`src/rtl/bbu_pkg.sv`:
```
// Shared types, codes and helpers of the background update block.
// No dependencies; every other file imports it.
package bbu_pkg;

  localparam int DEF_MAX_WIDTH  = 64;
  localparam int DEF_MAX_HEIGHT = 64;

  localparam int CFG_W     = 9;   // widest register: threshold
  localparam int CFG_IDX_W = 2;
  localparam int SUM_W     = 12;  // nine 8-bit channels summed

  localparam logic [CFG_IDX_W-1:0] CFG_THRESHOLD   = 2'd0;
  localparam logic [CFG_IDX_W-1:0] CFG_GRID_WIDTH  = 2'd1;
  localparam logic [CFG_IDX_W-1:0] CFG_GRID_HEIGHT = 2'd2;

  localparam logic [1:0] ACT_KEPT     = 2'd0;
  localparam logic [1:0] ACT_REPLACED = 2'd1;
  localparam logic [1:0] ACT_MEAN     = 2'd2;

  typedef struct packed {
    logic [7:0] cur_red;
    logic [7:0] cur_green;
    logic [7:0] cur_blue;
    logic       cur_present;
    logic       fg_masked;
  } in_t;

  typedef struct packed {
    logic [5:0]  out_row;
    logic [5:0]  out_col;
    logic [7:0]  bg_red;
    logic [7:0]  bg_green;
    logic [7:0]  bg_blue;
    logic [1:0]  action;
    logic        frame_last;
    logic [11:0] replaced_total;
  } out_t;

  typedef struct packed {
    logic accept;
    logic classify;
    logic nbr;
    logic replace;
    logic keep;
    logic div_start;
    logic mean;
    logic emit;
    logic clear;
  } cmd_t;

  typedef struct packed {
    logic clear_last;
    logic has_result;
    logic nbr_done;
    logic center_valid;
    logic cnt_zero;
    logic div_done;
    logic out_free;
  } sts_t;

  function automatic logic [1:0] slot_inc(input logic [1:0] s);
    return (s == 2'd2) ? 2'd0 : s + 2'd1;
  endfunction

  function automatic logic [1:0] slot_dec(input logic [1:0] s);
    return (s == 2'd0) ? 2'd2 : s - 2'd1;
  endfunction

endpackage

```
`src/rtl/bbu_ctrl.sv`:
```
// Controller FSM sequencing clear, accept, classify, neighbor scan, decision, divide and emit.
// Depends on bbu_pkg.
module bbu_ctrl import bbu_pkg::*; (
  input  logic clk,
  input  logic rst_n,
  input  logic in_valid,
  output logic in_stall,
  input  sts_t sts,
  output cmd_t cmd
);

  typedef enum logic [2:0] {
    S_CLEAR, S_IDLE, S_CLASS, S_NBR, S_DEC, S_DIV, S_OUT
  } state_t;

  state_t state_r, state_nxt;

  always_comb begin
    cmd = '0;
    state_nxt = state_r;
    unique case (state_r)
      S_CLEAR: begin
        cmd.clear = 1'b1;
        if (sts.clear_last) state_nxt = S_IDLE;
      end
      S_IDLE: begin
        cmd.accept = in_valid;
        if (in_valid) state_nxt = S_CLASS;
      end
      S_CLASS: begin
        cmd.classify = 1'b1;
        state_nxt = sts.has_result ? S_NBR : S_IDLE;
      end
      S_NBR: begin
        cmd.nbr = 1'b1;
        if (sts.nbr_done) state_nxt = S_DEC;
      end
      S_DEC: begin
        priority if (sts.center_valid) begin
          cmd.replace = 1'b1;
          state_nxt = S_OUT;
        end else if (sts.cnt_zero) begin
          cmd.keep = 1'b1;
          state_nxt = S_OUT;
        end else begin
          cmd.div_start = 1'b1;
          state_nxt = S_DIV;
        end
      end
      S_DIV: begin
        if (sts.div_done) begin
          cmd.mean = 1'b1;
          state_nxt = S_OUT;
        end
      end
      S_OUT: begin
        if (sts.out_free) begin
          cmd.emit = 1'b1;
          state_nxt = S_IDLE;
        end
      end
      default: state_nxt = S_IDLE;
    endcase
  end

  always_ff @(posedge clk) begin
    if (!rst_n) state_r <= S_CLEAR;
    else        state_r <= state_nxt;
  end

  assign in_stall = (state_r != S_IDLE);

endmodule
```
`config.mk`:
```
export PLATFORM = sky130hd
export DESIGN_NAME = bbu_ctrl
export DESIGN_NICKNAME = d
export VERILOG_FILES = /design/src/rtl/bbu_pkg.sv /design/src/rtl/bbu_ctrl.sv
export SDC_FILE = /design/constraint.sdc
export NUM_CORES = 1
export LEC_CHECK = 0
export ABC_AREA = 1
export BUFFER_PORTS_ARGS = -buffer_cell sky130_fd_sc_hd__clkbuf_2
export CAP_MARGIN = 20
export CORE_UTILIZATION = 25
export DETAILED_ROUTE_END_ITERATION = 12
export GPL_ROUTABILITY_DRIVEN = 0
export SETUP_SLACK_MARGIN = 0.5
export SKIP_CTS_REPAIR_TIMING = 1
export SYNTH_ARGS = -nofsm -noshare
export SYNTH_HDL_FRONTEND = slang
export SYNTH_SLANG_ARGS = --single-unit
```
`constraint.sdc`:
```
create_clock -name clk -period 2.6 [get_ports clk]
set_clock_uncertainty 0.15 [all_clocks]
set_input_delay 0 -clock clk [delete_from_list [all_inputs] [get_ports clk]]
set_output_delay 0 -clock clk [all_outputs]
set_load 0.01 [all_outputs]
```
== Word-level counts from Yosys, hierarchy flattened ==
Index checks and enable logic that the tools add are counted.

* Bits in registers: 3
* Input port bits: 10
* Output and inout bits: 10
* Logic and storage cells: 37

* Eq/ne operators: 12
* Mux-type cells: 22
* Reductions and logical operators: 2

{| class="wikitable"
|+ Operators with widths
! operator !! count
|-
| 3-bit two-way mux || 7
|-
| 3-bit case mux with 7 select lines || 1
|-
| 1-bit two-way mux || 11
|-
| 2-bit != test, second input constant || 5
|-
| 3-bit equality test, second input constant || 3
|-
| 3-bit by 2-bit equality test with 1-bit output, second input constant || 2
|-
| 2-bit two-way mux || 3
|-
| 5-bit AND reduction || 1
|-
| 3-bit by 1-bit equality test with 1-bit output, second input constant || 1
|-
| 3-bit logical NOT || 1
|-
| 3-bit by 1-bit != test with 1-bit output, second input constant || 1
|}

== Depth between registers and ports, before layout ==
* Word-level depth: 3
* Depth in mapped cells: 10

== Worst setup path after synthesis ==
No wires, ideal clock.

* Path type: reg-to-reg
* From: reg state_r[1]
* To: reg state_r[0]
* Setup time: 0.113 ns
* Arrival time: 1.012 ns
* Data required time: 2.337 ns
* Path slack: 1.326 ns
* Stages on the path, launching flop included: 11
* Path buffers: 1
* Period minus slack after synthesis: 1.274 ns
* Path through: dfxtp_1 > buf_6 > nand2_1 > nor2_2 > nand2_2 > nand2_1 > nor2_1 > nand2_2 > nand2_1 > nand2_1 > nor2_1

* Longest elaborated chain between the ends: 3
* Elaborated cells between the ends (all ways): 14
* Classes of those cells: eq/ne: 11; mux: 1; reduce/logical: 2

{| class="wikitable"
|+ Ends and longest elaborated chain
! element !! RTL line !! RTL
|-
| from (decl) || bbu_ctrl.sv:16 || <nowiki>state_t state_r, state_nxt;</nowiki>
|-
| from (signal assigned) || bbu_ctrl.sv:68 || <nowiki>else state_r <= state_nxt;</nowiki>
|-
| 3-bit by 2-bit equality test with 1-bit output, or another cell as far along || bbu_ctrl.sv:21 || <nowiki>unique case (state_r)</nowiki>
|-
| 2-bit != test (no source line) || n/a ||
|-
| 5-bit AND reduction (no source line) || n/a ||
|}

Several ways; a longest one is shown, not always the timed one.
A chain may end at the register's enable or synchronous reset.

== Worst setup path after layout ==
* From: reg state_r[2]
* To: reg state_r[1]

Same word-level chain as after synthesis.

==> impl_metrics.env <==
export IMPL_clock_fmax_mhz=672
export IMPL_synth_nets=77
export IMPL_cts_buffers=3
export IMPL_tightest_slew_ns=0.405
export IMPL_period_share=0.572
export IMPL_max_cap_viol_count=0
export IMPL_core_sq_um=1370
export IMPL_clk_latency_ns=0.23
export IMPL_grtUsageTotal=0.135
export IMPL_timing_rr_end="state_r[1]"
export IMPL_hold_class="input pin to register"
export IMPL_status="finished, violations left"
export IMPL_min_to="state_r[1]"
export IMPL_holdWs_ns=-0.0452
export IMPL_initial_core_util=0.282
export IMPL_synthToLayoutAreaGrowth_pct=33.1
export IMPL_violations="negative hold slack"
export IMPL_die_w_microns=41.3
export IMPL_setup_viol=0
export IMPL_dpl_worst_slack_ns=1.12
export IMPL_ys_types=16
export IMPL_ys_seq_elements=3
export IMPL_largest_reg_flops=3
export IMPL_rsz0062_at_grt="no"
export IMPL_viasPerCell=4.35
export IMPL_r2r_cells=7
export IMPL_reg_top3="state_r x3"
export IMPL_timing_final_ws_setup_ns=1.11
export IMPL_slew_headroom=0.729
export IMPL_wl_microns=932
export IMPL_multi_input_area_sq_um=258
export IMPL_irDropWorstVdd_mv=0.384
export IMPL_register_area_sq_um=60.1
export IMPL_die_area_sq_um=1700
export IMPL_drt_pass1_iter_count=3
export IMPL_fin_total_pwr_w=0.000562
export IMPL_wire_per_inst_microns=8.96
export IMPL_die_y_microns=41.3
export IMPL_grt_max_degree=11
export IMPL_stdcell_area_sq_um=513
export IMPL_dpl_cell_area_sq_um=477
export IMPL_fillers=165
export IMPL_io_pins=20
export IMPL_ys_warn_count=0
export IMPL_p_per_area_nw_per_um2=1100
export IMPL_cts_max_level=1
export IMPL_r2r_start="state_r[2]"
export IMPL_nets=100
export IMPL_grt_pass1_wl_microns=1510
export IMPL_remaining_drc_errors=0
export IMPL_cts_root_buf="clkbuf_4"
export IMPL_synthCells=67
export IMPL_drt_initial_drc_count=11
export IMPL_worstPathMaxFanout=10
export IMPL_avgSynthCellArea_sq_um=5.75
export IMPL_postRouteAntennaNets=0
export IMPL_p_leak_nw=0.312
export IMPL_fin_crit_ns=1.49
export IMPL_cts_tree="done"
export IMPL_hold_depth=5
export IMPL_synth_area_sq_um=385
export IMPL_tns_ns=0
export IMPL_cts_sinks=3
export IMPL_top_register="state_r"
export IMPL_startpoint_type="register"
export IMPL_port_buffers=19
export IMPL_critPathArrivalTime_ns=1.46
export IMPL_endpoint_kind="register"
export IMPL_antenna_found_initial=0
export IMPL_antenna_cells=0
export IMPL_slew_viol_final=0
export IMPL_worstHoldStart="sts[5]"
export IMPL_dp_hpwl_microns=771
export IMPL_criticalPathCategory="register to register"
export IMPL_ys_seq_area_frac=0.156
export IMPL_hold_violations=1
export IMPL_drive_gt1_frac=0.427
export IMPL_grt_pass1_vias=387
export IMPL_grt_overflow=0
export IMPL_worstPathRequired_ns=2.58
export IMPL_vias=452
export IMPL_path_clk_slew_ns=0.04
export IMPL_rows=13
export IMPL_r2r_slack_ns=1.11
export IMPL_clk_path_buf_depth=2
[critical path, cell delays in order, from the launching register on]
cell and delay [ns]:
dfxtp_1 0.56, inv_2 0.11, nand3_1 0.14, nand3_2 0.10, nor2_2 0.17, nand2_1 0.07, nand2_1 0.06, nor2_1 0.03
[worst max path at each step]
stage                           from          to  slack [ns]  cells past startpoint
after floorplan           state_r[1]  state_r[0]        1.33                     10
after global placement    state_r[2]  state_r[2]        1.17                      7
after detailed placement  state_r[2]  state_r[2]        1.12                      7
after CTS                 state_r[2]  state_r[2]        1.10                      7
after global routing      state_r[2]  state_r[1]        0.99                      7
final                     state_r[2]  state_r[1]        1.11                      7
[routing by layer]
layer	vias up	GRT usage	part of all wire
met5	-	0	0
met4	0	0	0
met3	0	0.0652	0.054
met2	12	0.238	0.47
met1	192	0.157	0.47
li1	248	-	-
[final cells by class]
class,instances,area share
Clock buffer,4,0.0512
Inverter,12,0.0878
Multi-Input combinational cell,50,0.502
Sequential cell,3,0.117
Tap cell,15,0.0366
Timing Repair Buffer,20,0.205
[power by group]
part | internal [W] | switching, W | leakage (nW) | total, W
registers | 0.0000691 | 0.0000568 | 0.0249 | 0.000126
clock network | 0.0000575 | 0.0000243 | 0.0150 | 0.0000818
logic | 0.000138 | 0.000216 | 0.272 | 0.000355
total | 0.000265 | 0.000298 | 0.312 | 0.000562
[kinds of logic after synthesis]
| group | after synthesis | synth area share |
|---|---|---|
| compound gates | 3 | 0.0552 |
| buf+inv | 14 | 0.175 |
| simple gates | 47 | 0.614 |
| flops | 3 | 0.156 |
[cells in the final DEF, fill, tap and decap left out]
master | Yosys | routed
nand3_2 | 3 | 3
nand3_1 | 4 | 4
o21ai_2 | 1 | 1
dfxtp_1 | 3 | 3
o211ai_1 | 1 | 1
a21oi_1 | 1 | 1
nor2_1 | 14 | 14
nor3_1 | 2 | 2
nor2_2 | 5 | 5
nor2_4 | 1 | 1
inv_2 | 2 | 2
nand2_1 | 13 | 13
clkbuf_4 | 0 | 3
dlygate4sd3_1 | 0 | 1
clkbuf_1 | 0 | 1
nand3b_1 | 1 | 1
nand2_2 | 4 | 4
inv_1 | 10 | 10
clkbuf_2 | 0 | 19
[synth_stat cells]
cell type / number / area, sq um
nand3_1: 4 / 20.0
nand3_2: 3 / 30.0
nand2_1: 13 / 48.8
nor2_2: 5 / 31.3
nand2_2: 4 / 25.0
dfxtp_1: 3 / 60.1
a21oi_1: 1 / 5.00
nor3_1: 2 / 10.0
inv_1: 10 / 37.5
o211ai_1: 1 / 7.51
nor2_4: 1 / 11.3
buf_6: 2 / 22.5
nand3b_1: 1 / 7.51
nor2_1: 14 / 52.6
o21ai_2: 1 / 8.76
inv_2: 2 / 7.51
[metrics by stage]
step,hold WS (ns),utilization,instances
3_3_place_gp,0.0926,0.349,99
4_1_cts,-0.145,0.368,103
3_5_place_dp,0.0979,0.349,99
6_report,-0.0452,0.375,104
5_1_grt,0.0143,0.375,104
2_1_floorplan,-0.0956,-,67
(Power assumes the default switching activity.)
